`src/rtl/dxt1p_pkg.sv`:
```
package dxt1p_pkg;

  localparam int unsigned NumPix  = 16;
  localparam int unsigned SumW    = 22;
  localparam int unsigned DistW   = 18;
  localparam logic [23:0] BestInit = 24'hffffff;

  // data handed from cell to cell along the chain
  typedef struct packed {
    logic             vld;
    logic             last;
    logic [3:0][23:0] cand;
    logic [SumW-1:0]  sum;
    logic [31:0]      idx;
  } link_t;

  // floor(x/3) for x up to 765, by reciprocal multiply
  function automatic logic [7:0] div3(input logic [9:0] x);
    logic [20:0] p;
    begin
      p = 21'(x) * 21'd683;
      div3 = p[18:11];
    end
  endfunction

  // floor(x/255) for x below 65535
  function automatic logic [15:0] div255(input logic [15:0] x);
    logic [16:0] s;
    begin
      s = 17'(x) + 17'd1 + 17'(x[15:8]);
      div255 = 16'(s[16:8]);
    end
  endfunction

  // squared distance between two packed pixels
  function automatic logic [DistW-1:0] dist_sq(input logic [23:0] p, input logic [23:0] q);
    logic [7:0]       d;
    logic [DistW-1:0] s;
    begin
      s = '0;
      for (int c = 0; c < 3; c++) begin
        d = (p[8*c +: 8] > q[8*c +: 8]) ? p[8*c +: 8] - q[8*c +: 8]
                                        : q[8*c +: 8] - p[8*c +: 8];
        s = s + DistW'(16'(d) * 16'(d));
      end
      dist_sq = s;
    end
  endfunction

  // 565 quantisation, channel 0 in the low bits
  function automatic logic [15:0] to565(input logic [23:0] v);
    logic [15:0] r, g, b;
    begin
      r = div255(16'(v[7:0]) * 16'd31);
      g = div255(16'(v[15:8]) * 16'd63);
      b = div255(16'(v[23:16]) * 16'd31);
      to565 = {b[4:0], g[5:0], r[4:0]};
    end
  endfunction

endpackage

```
`src/rtl/dxt1p_cell.sv`:
```
module dxt1p_cell (
  input  logic              clk_i,
  input  logic              rst_ni,
  input  logic              load_i,
  input  logic [23:0]       pix_i,
  output logic [23:0]       pix_o,
  input  dxt1p_pkg::link_t  link_i,
  output dxt1p_pkg::link_t  link_o
);

  logic [23:0] pix_q;
  logic [dxt1p_pkg::DistW-1:0] d [4];
  logic [dxt1p_pkg::DistW-1:0] m;
  logic [1:0]  sel;
  dxt1p_pkg::link_t link_q, link_d;

  // pixel shifts along the chain while a tile loads
  always_ff @(posedge clk_i) begin
    if (load_i) begin
      pix_q <= pix_i;
    end
  end
  assign pix_o = pix_q;

  // nearest candidate, earlier wins a tie
  always_comb begin
    for (int n = 0; n < 4; n++) begin
      d[n] = dxt1p_pkg::dist_sq(pix_q, link_i.cand[n]);
    end
    m   = d[0];
    sel = 2'd0;
    for (int n = 1; n < 4; n++) begin
      if (d[n] < m) begin
        m   = d[n];
        sel = 2'(n);
      end
    end
    link_d     = link_i;
    link_d.sum = link_i.sum + dxt1p_pkg::SumW'(m);
    link_d.idx = {sel, link_i.idx[31:2]};
  end

  always_ff @(posedge clk_i or negedge rst_ni) begin
    if (!rst_ni) begin
      link_q <= '0;
    end else begin
      link_q <= link_d;
    end
  end

  assign link_o = link_q;

endmodule

```
`config.mk`:
```
export PLATFORM = sky130hd
export DESIGN_NAME = dxt1p_cell
export DESIGN_NICKNAME = d
export VERILOG_FILES = /design/src/rtl/dxt1p_pkg.sv /design/src/rtl/dxt1p_cell.sv
export SDC_FILE = /design/constraint.sdc
export NUM_CORES = 2
export LEC_CHECK = 0
export BUFFER_PORTS_ARGS = -buffer_cell sky130_fd_sc_hd__buf_2
export CORE_MARGIN = 2
export CORE_UTILIZATION = 51
export DETAILED_ROUTE_END_ITERATION = 6
export GPL_TIMING_DRIVEN = 0
export PLACE_DENSITY = 0.69
export SLEW_MARGIN = 20
export SYNTH_ARGS = -nofsm -noshare
export SYNTH_HDL_FRONTEND = slang
export SYNTH_SLANG_ARGS = --single-unit
```
`constraint.sdc`:
```
create_clock -name clk_i -period 24.4 [get_ports clk_i]
set_clock_uncertainty 0.2 [all_clocks]
set_input_delay 3.66 -clock clk_i [delete_from_list [all_inputs] [get_ports clk_i]]
set_output_delay 3.66 -clock clk_i [all_outputs]
set_load 0.02 [all_outputs]
```
==> impl_metrics.csv <==
group,metric,value,unit
synthesis,synth_area_leaders,"fa_1 31%, ha_1 19%, dfrtp_1 11%",
worst_setup_path,cpPeakStageDelay,0.56,ns
cts,root_buffer,"clkbuf_16",
cts,cts_sinks,176,
cts,htree_levels,4,
timing,hold_violations,0,
worst_setup_path,crit_fanout,10,
grt,grt_pass1_vias,28700,
floorplanning,rows,97,
detailed_routing,drt-total-wl,99500,µm
synthesis,synth_top_area_share,30.6,%
detailed_routing,drc_errors,0,
detailed_routing,wl_per_cell,19.1,µm
synthesis,yosysSeqAreaShare,12.5,%
worst_setup_path,crit_top_cell,"a21o_1",
timing,fmax,0.0433,GHz
timing,period_needed,23.11,ns
detailed_routing,dr.pass1.iters,6,
detailed_routing,dr_total_vias,27600,
floorplanning,start_util,51.6,%
cts,clk_pin_slew_worst_paths,0.07,ns
worst_hold_path,worstHoldPathType,"flop to flop",
floorplanning,die-height,270,µm
floorplanning,io_pins,355,
synthesis,synth_common_cells,"976 x inv_1, 563 x ha_1, 553 x fa_1, 363 x nor2_1, 175 x a21oi_1",
synthesis,avgSynthCellArea,9.34,µm²
synthesis,yosysMostFrequentCell,"inv_1",
synthesis,yosys.area_share.simple,10.1,%
synthesis,synth_compound_area_share,9.78,%
synthesis,synth_cell_type_count,82,
job,drv_cap,0,
worst_setup_path,crit_path_top_delay_cell,"o41ai_1",
detailed_routing,drt-initial-drc-count,1801,
grt,grt_max_degree,92,
placement,hpwl,87600,µm
floorplanning,fp.coreArea,70100,µm²
placement,port_buffers,352,
timing,setup_viol,0,
detailed_routing,drtAntennaViolNets,0,
synthesis,syn-instance-count,3874,
timing,tightest_slew,1.13,ns
worst_setup_path,endpoint_kind,"flop",
placement,place.gp.congestion,0.920,
worst_setup_path,critPathKind,"input port to flop",
synthesis,synth_top_family_by_area,"adder cells",
grt,antenna_found_initial,8,
timing,rsz0062_at_grt,"no",
synthesis,syn_nets,5169,
final_layout,fin_area,39900,µm²
synthesis,ys_warn_count,0,
final_layout,final_nets,5542,
synthesis,yosys_most_used_dff,"dfrtp_1",
synthesis,synthXorXnorAreaFrac,3.90,%
timing,relSlewSlack,23.9,%
synthesis,ys_seq_elements,176,
cts,clockBufferDepth,2,
cts,clock_latency,0.49,ns
cts,numCtsBuffers,17,
grt,grt_pass1_wl,159000,µm
timing,maxSlewViolCount,0,
final_layout,drive_gt1_share,12.0,%
synthesis,synthMuxAreaShare,2.89,%
floorplanning,die-area,73100,µm²
placement,postPlaceCellArea,39200,µm²
final_layout,syn2layout_area_growth,10.3,%
cts,cts_hold_buffers,0,
timing,fin_setup_tns,0,ns
synthesis,synth_edf_count,24,
final_layout,diodes,0,
grt,grt_remaining_overflow,0,
cts,cts_tree,"built",
worst_setup_path,cp.arrival,23.31,ns
detailed_routing,vias_per_cell,5.31,
worst_setup_path,critPathLaunchType,"input port",
grt,grt_usage,28.1,%
status,status,"completed",
synthesis,synth_top_area_cell,"fa_1",
floorplanning,fp.dieW,270,µm
worst_setup_path,required,24.60,ns
timing,post-route-period-util,94.7,%
synthesis,synthArstFlopShare,86.4,%
synthesis,synth.cell_area,36200,µm²
synthesis,yosys.area_share.adder,50.1,%
-- through the flow --
step | hold slack [ns] | setup slack (ns) | std cells | utilization (%)
2_1_floorplan | 1.21 | 3.76 | 3874 | -
3_3_place_gp | 1.76 | 1.12 | 5166 | 55.7
3_5_place_dp | 1.76 | 0.896 | 5168 | 55.9
4_1_cts | 1.78 | 1.37 | 5200 | 56.8
5_1_grt | 1.85 | 0.0708 | 5200 | 56.8
6_report | 1.78 | 1.29 | 5200 | 56.8
-- worst max-delay path, delay by kind of cell --
kind | cells | cell delay (ns)
muxes | 4 | 1.52
xor gates and xnor gates | 3 | 0.66
buffers and inverters | 13 | 1.80
adders and majority gates | 14 | 5.56
AOI/OAI and AO/OA | 40 | 8.47
and+or+nand+nor | 9 | 1.60
-- layout make-up --
cell class | instances | area, µm²
Tap cell | 940 | 1180
Clock inverter | 13 | 139
Sequential cell | 176 | 4520
Buffer | 47 | 214
Clock buffer | 19 | 454
Multi-Input combinational cell | 2675 | 27900
Fill cell | 6340 | 30300
Inverter | 976 | 3660
Timing Repair Buffer | 354 | 1810
-- logic make-up after synthesis --
| group | count (synthesis) |
|---|---|
| xor gates and xnor gates | 161 |
| and+or+nand+nor | 767 |
| DFF | 176 |
| adders and majority gates | 1117 |
| buffers and inverters | 1023 |
| muxes | 99 |
| AOI/OAI and AO/OA | 531 |
-- repair_timing --
item                       4_1_cts  5_1_grt
resized for setup                0        3
setup endpoints to repair        0        3
buffers inserted                 0        0
-- final timing paths --
path                       startpoint          to  slack, ns  cells past startpoint
setup / recovery           link_i[54]  link_o[53]       1.29                     83
hold / removal               pix_o[0]  link_o[32]       1.78                      5
setup reg to reg            pix_o[17]  link_o[53]       3.61                     78
hold reg to reg              pix_o[0]  link_o[32]       1.78                      5
max in group asynchronous      rst_ni  link_o[97]      20.22                      2
min in group asynchronous      rst_ni  link_o[50]       2.90                      1
-- registers in the layout (all words and copies together), names as in the netlist --
register	cells
link_o	152
pix_o	24
-- routing by layer --
metal	vias up	part of all wire, %	wire (µm)	track usage, %
met3	133	6.8	6740	4.35
met4	4	2.7	2680	7.36
met2	938	46	45800	45.9
met1	13600	44	44200	39.1
met5	-	0.027	27	0
li1	12900	-	-	-
-- cell usage in the layout, fill, tap and decap left out, types with 5 or more instances in the layout --
cell type  synthesis  final
and3_1            17     17
and2_1            28     28
nor2_1           363    362
o221ai_1           5      5
a21o_1            99     99
nor2b_1           39     39
fa_1             553    553
o22ai_2           10     10
or2_2             43     43
a31oi_1            9      9
o311ai_0           6      6
xnor2_1          118    103
nand4_1           38     38
o211ai_1           7      7
nand2_1           80     80
ha_1             563    563
inv_1            976    976
o21bai_1          35     35
o21a_1            16     16
mux2i_1           65     63
nor3_1            32     32
nand3_1           38     38
inv_8              0      5
mux2_2            29     29
dfrtp_1          152    152
a211o_1            6      6
a21oi_1          175    174
xor2_1            43     42
xnor2_2            0     15
a211oi_1          22     22
clkbuf_16          0     18
o22ai_1            6      6
clkbuf_1          36     37
a221o_1            5      5
o21ai_0           69     69
o31ai_1           14     14
nand2b_1          70     70
edfxtp_1          24     24
buf_2              6    357
Power is not shown: default switching activity piles up to over one toggle a cycle in this logic, so the estimate is an artifact.
