## config.mk

```make
export PLATFORM = sky130hd
export DESIGN_NAME = dxt1p_pair_gen
export DESIGN_NICKNAME = d
export VERILOG_FILES = /design/src/rtl/dxt1p_pkg.sv /design/src/rtl/dxt1p_pair_gen.sv
export SDC_FILE = /design/constraint.sdc
export NUM_CORES = 1
export LEC_CHECK = 0
export ABC_AREA = 0
export BUFFER_PORTS_ARGS = -buffer_cell sky130_fd_sc_hd__buf_2
export CORE_UTILIZATION = 33
export DETAILED_ROUTE_END_ITERATION = 12
export PLACE_DENSITY = 0.44
export SLEW_MARGIN = 10
export SYNTH_ARGS = -nofsm -noshare
export SYNTH_HDL_FRONTEND = slang
export SYNTH_SLANG_ARGS = --single-unit
```

## constraint.sdc

```tcl
create_clock -name clk_i -period 7.4 [get_ports clk_i]
set_input_delay 0.37 -clock clk_i [delete_from_list [all_inputs] [get_ports clk_i]]
set_output_delay 0.37 -clock clk_i [all_outputs]
set_load 0.1 [all_outputs]
```

## src/rtl/dxt1p_pkg.sv

```systemverilog
package dxt1p_pkg;

  localparam int unsigned NumPix  = 16;
  localparam int unsigned SumW    = 22;
  localparam int unsigned DistW   = 18;
  localparam logic [23:0] BestInit = 24'hffffff;

  // data handed from cell to cell along the chain
  typedef struct packed {
    logic             vld;
    logic             last;
    logic [3:0][23:0] cand;
    logic [SumW-1:0]  sum;
    logic [31:0]      idx;
  } link_t;

  // floor(x/3) for x up to 765, by reciprocal multiply
  function automatic logic [7:0] div3(input logic [9:0] x);
    logic [20:0] p;
    begin
      p = 21'(x) * 21'd683;
      div3 = p[18:11];
    end
  endfunction

  // floor(x/255) for x below 65535
  function automatic logic [15:0] div255(input logic [15:0] x);
    logic [16:0] s;
    begin
      s = 17'(x) + 17'd1 + 17'(x[15:8]);
      div255 = 16'(s[16:8]);
    end
  endfunction

  // squared distance between two packed pixels
  function automatic logic [DistW-1:0] dist_sq(input logic [23:0] p, input logic [23:0] q);
    logic [7:0]       d;
    logic [DistW-1:0] s;
    begin
      s = '0;
      for (int c = 0; c < 3; c++) begin
        d = (p[8*c +: 8] > q[8*c +: 8]) ? p[8*c +: 8] - q[8*c +: 8]
                                        : q[8*c +: 8] - p[8*c +: 8];
        s = s + DistW'(16'(d) * 16'(d));
      end
      dist_sq = s;
    end
  endfunction

  // 565 quantisation, channel 0 in the low bits
  function automatic logic [15:0] to565(input logic [23:0] v);
    logic [15:0] r, g, b;
    begin
      r = div255(16'(v[7:0]) * 16'd31);
      g = div255(16'(v[15:8]) * 16'd63);
      b = div255(16'(v[23:16]) * 16'd31);
      to565 = {b[4:0], g[5:0], r[4:0]};
    end
  endfunction

endpackage

```

## src/rtl/dxt1p_pair_gen.sv

```systemverilog
module dxt1p_pair_gen (
  input  logic                clk_i,
  input  logic                rst_ni,
  input  logic                wr_en_i,
  input  logic [3:0]          wr_addr_i,
  input  logic [23:0]         wr_data_i,
  input  logic                start_i,
  output dxt1p_pkg::link_t    link_o
);

  logic [23:0] mem [16];
  logic        run_q, run_d;
  logic [3:0]  i_q, i_d, j_q, j_d;
  logic        v1_q, l1_q;
  logic [23:0] a_q, b_q;
  dxt1p_pkg::link_t link_q, link_d;
  logic        last_pair;

  assign last_pair = (i_q == 4'd14);

  // pixel memory, two registered read ports
  always_ff @(posedge clk_i) begin
    if (wr_en_i) begin
      mem[wr_addr_i] <= wr_data_i;
    end
    a_q <= mem[i_q];
    b_q <= mem[j_q];
  end

  // pair counter, i below j
  always_comb begin
    run_d = run_q;
    i_d   = i_q;
    j_d   = j_q;
    if (start_i) begin
      run_d = 1'b1;
      i_d   = 4'd0;
      j_d   = 4'd1;
    end else if (run_q) begin
      if (last_pair) begin
        run_d = 1'b0;
      end else if (j_q == 4'd15) begin
        i_d = i_q + 4'd1;
        j_d = i_q + 4'd2;
      end else begin
        j_d = j_q + 4'd1;
      end
    end
  end

  // candidate colours
  always_comb begin
    link_d      = '0;
    link_d.vld  = v1_q;
    link_d.last = l1_q;
    link_d.cand[0] = a_q;
    link_d.cand[1] = b_q;
    for (int c = 0; c < 3; c++) begin
      link_d.cand[2][8*c +: 8] = dxt1p_pkg::div3({1'b0, a_q[8*c +: 8], 1'b0}
                                                 + 10'(b_q[8*c +: 8]));
      link_d.cand[3][8*c +: 8] = dxt1p_pkg::div3(10'(a_q[8*c +: 8])
                                                 + {1'b0, b_q[8*c +: 8], 1'b0});
    end
  end

  always_ff @(posedge clk_i or negedge rst_ni) begin
    if (!rst_ni) begin
      run_q  <= 1'b0;
      i_q    <= '0;
      j_q    <= '0;
      v1_q   <= 1'b0;
      l1_q   <= 1'b0;
      link_q <= '0;
    end else begin
      run_q  <= run_d;
      i_q    <= i_d;
      j_q    <= j_d;
      v1_q   <= run_q;
      l1_q   <= run_q & last_pair;
      link_q <= link_d;
    end
  end

  assign link_o = link_q;

endmodule

```

==> impl_metrics.tcl <==
set metrics [dict create \
    run_status "completed" \
    n_fill_cell 9456 \
    synth-seq-cells 541 \
    cts-buffers-inserted 68 \
    cts.clk_slew.worst_paths_ns 0.06 \
    fmax_mhz 162 \
    design.core.area_um2 100000 \
    post_synth_adder_cell_area 0.222 \
    pin_count_of_the_biggest_net_entering_global_routing 80 \
    slew-limit-headroom 0.260 \
    clock_latency_on_the_worst_skew_pair_ns 0.63 \
    ff2ff_setup_slack_ns 1.22 \
    hold_class "in -> reg" \
    setup_slack_ns 1.22 \
    dr.pass1.iters 5 \
    synth.mux.area_fraction 0.144 \
    numClockSinks 541 \
    worst_path_max_delay_cell "sky130_fd_sc_hd__fa_1" \
    min_path_cells 1 \
    place.detailed.hpwl_um 58000 \
    floorplan.rows 116 \
    setup_viol 0 \
    worst-slew-pin-transition_ns 1.11 \
    grt-ovfl-total 0 \
    number_of_antenna_violations_at_the_first_check_in_global_routing 9 \
    cts_root_buffer "sky130_fd_sc_hd__clkbuf_16" \
    critPathCaptureType "register" \
    crit-reg2reg-launch "a_q[8]" \
    syn-mean-instance-area_um2 14.0 \
    timing.critical_path.required_ns 7.90 \
    ctsHtreeMaxLevel 3 \
    critPathMostFrequentCell "sky130_fd_sc_hd__inv_1" \
    remaining_drc_errors 0 \
    r2r-end "link_o[117]" \
    placement.setup.worst_slack_ns 1.19 \
    synth_simple_gate_area_share 0.0351 \
    synth.yosys.seq_area_share 0.457 \
    dieArea_um2 102000 \
    min_from "wr_data_i[21]" \
    area_leader_netlist "sky130_fd_sc_hd__edfxtp_1" \
    route.final.wire_length_um 87600 \
    final_max_slew_viol_count 0 \
    synth_top_family_by_area "adder cells" \
    timing.max_cap.violations 0 \
    grt_pass1_vias 20900 \
    routed_wire_length_per_instance_um 22.5 \
    tritoncts_clock_tree "built" \
    floorplan.io_pins 184 \
    buffer_ports.inserted 129 \
    compound_cell_area_share_of_the_yosys_netlist 0.0633 \
    clk_path_buf_depth 3 \
    netlist_top_cells_area "sky130_fd_sc_hd__edfxtp_1 (35%), sky130_fd_sc_hd__ha_1 (14%), sky130_fd_sc_hd__mux4_2 (11%)" \
    reg2regPathDepth 25 \
    via_per_inst 4.98 \
    fin_nets 3079 \
    die_w_um 320 \
    synth_ff_type "sky130_fd_sc_hd__edfxtp_1" \
    timing.critical_path.arrival_ns 6.68 \
    dr.first_iter.drc_count 1130 \
    timing.critical_path.buf_inv 5 \
    cts.hold.buffers_added 2 \
    post_route_cells_drive_above_1_share 0.189 \
    syn2layout_area_growth_pct 13.2 \
    post_cts.repair.setup_buffers 0 \
    worst-path-max-fanout 5 \
    antenna_left 0 \
    grt_first_pass_wirelength_um 131000 \
    initial_utilization 0.333 \
    period_share 0.835 \
    die-height_um 320 \
    syn-instance-count 2375 \
    worstSetupStartpoint "a_q[8]" \
    vias 19400 \
    finClkSkew_ns 0.0216 \
    ys_warn_count 0 \
    synth_enable_flop_cells 384 \
    critPathKind "reg -> reg" \
    gpl.final_weighted_congestion 0.815 \
    cpLargestDelayFamily "adder cells" \
    synthDistinctLibCells 71 \
    synthDominantCellAreaShare 0.346 \
    worstSetupStartpointType "register" \
    groute.usage.overall 0.173 \
    crit_path_max_incr_delay_ns 0.50 \
    synth-async-reset-ratio 0.201 \
    netlist_area_um2 33300 \
    layout_min_cycle_time_ns 6.18 \
    post_cts_resize_count 0 \
    synthTopCellsByCount "sky130_fd_sc_hd__ha_1 (385), sky130_fd_sc_hd__edfxtp_1 (384), sky130_fd_sc_hd__inv_1 (246)" \
    synthMostInstantiatedCell "sky130_fd_sc_hd__ha_1" \
    timing.setup.tns_ns 0 \
    rsz0062_at_grt "no" \
    synth_xor_xnor_area_share 0.0291 \
    timing.final.hold_violations 0 \
    timing.hold.worst_endpoint "mem[1][21]" \
]
placed cells by master (no fill, tap or decap), types with 24 or more instances in the layout:
master and n:
sky130_fd_sc_hd__clkbuf_16 69, sky130_fd_sc_hd__nand2_1 81, sky130_fd_sc_hd__dfrtp_1 103, sky130_fd_sc_hd__fa_1 128, sky130_fd_sc_hd__nor2_1 65, sky130_fd_sc_hd__conb_1 54
sky130_fd_sc_hd__a21o_1 28, sky130_fd_sc_hd__buf_2 128, sky130_fd_sc_hd__mux2i_1 81, sky130_fd_sc_hd__mux4_2 168, sky130_fd_sc_hd__xor2_1 35, sky130_fd_sc_hd__a21oi_1 81
sky130_fd_sc_hd__edfxtp_1 384, sky130_fd_sc_hd__inv_1 246, sky130_fd_sc_hd__buf_4 29, sky130_fd_sc_hd__xnor2_1 72, sky130_fd_sc_hd__ha_1 385, sky130_fd_sc_hd__a22oi_1 24
sky130_fd_sc_hd__o21ai_0 70, sky130_fd_sc_hd__dfxtp_1 48, sky130_fd_sc_hd__a221oi_1 25
cell families after synthesis:
| group | count (synthesis) |
|---|---|
| AO/OA/AOI/OAI | 318 |
| XOR/XNOR | 109 |
| adder cells (fa/ha/maj) | 513 |
| buffers and inverters | 373 |
| flip-flops | 541 |
| multiplexers | 266 |
| other | 1 |
| AND/OR/NAND/NOR | 254 |
metrics by stage:
| stage | utilization | hold WS [ns] | area [um^2] | instances |
|---|---|---|---|---|
| 3_3_place_gp | 0.354 | 0.349 | 35400 | 3760 |
| 3_5_place_dp | 0.354 | 0.340 | 35400 | 3760 |
| 5_1_grt | 0.377 | 0.115 | 37700 | 3886 |
| 6_report | 0.377 | 0.121 | 37700 | 3888 |
| 4_1_cts | 0.377 | 0.0833 | 37700 | 3886 |
| 2_1_floorplan | - | 0.0744 | 33500 | 2428 |
how the worst max path moves through the flow:
stage,end,cells past startpoint
after floorplan,link_o[117],25
after global routing,link_o[117],24
after global placement,link_o[117],25
after detailed placement,link_o[117],25
final,link_o[117],25
after CTS,link_o[117],25
flip-flops by register name, indices dropped and copies added (netlist names), 4 cells and up:
name,flops
a_q,24
b_q,24
i_q,4
j_q,4
link_o,98
mem,384
metal layers:
metal | vias up | wire (um) | track usage
met5 | - | 91 | 0
met4 | 14 | 1950 | 0.0526
met3 | 110 | 3890 | 0.0327
met2 | 359 | 42300 | 0.288
met1 | 9859 | 39400 | 0.227
li1 | 9039 | - | -
area by class of cell:
cell class                 instances  area, um^2  area share
multi-input combinational       1514       16700       0.444
tap                             1298        1620      0.0431
inverter                         248         931      0.0247
antenna                            2        5.00    0.000133
sequential                       541       15200       0.404
clock buffer                      93        1880      0.0498
timing repair buffer             161         910      0.0241
clock inverter                    31         367     0.00973
Power is not shown: default switching activity piles up to over one toggle a cycle in this logic, so the estimate is an artifact.
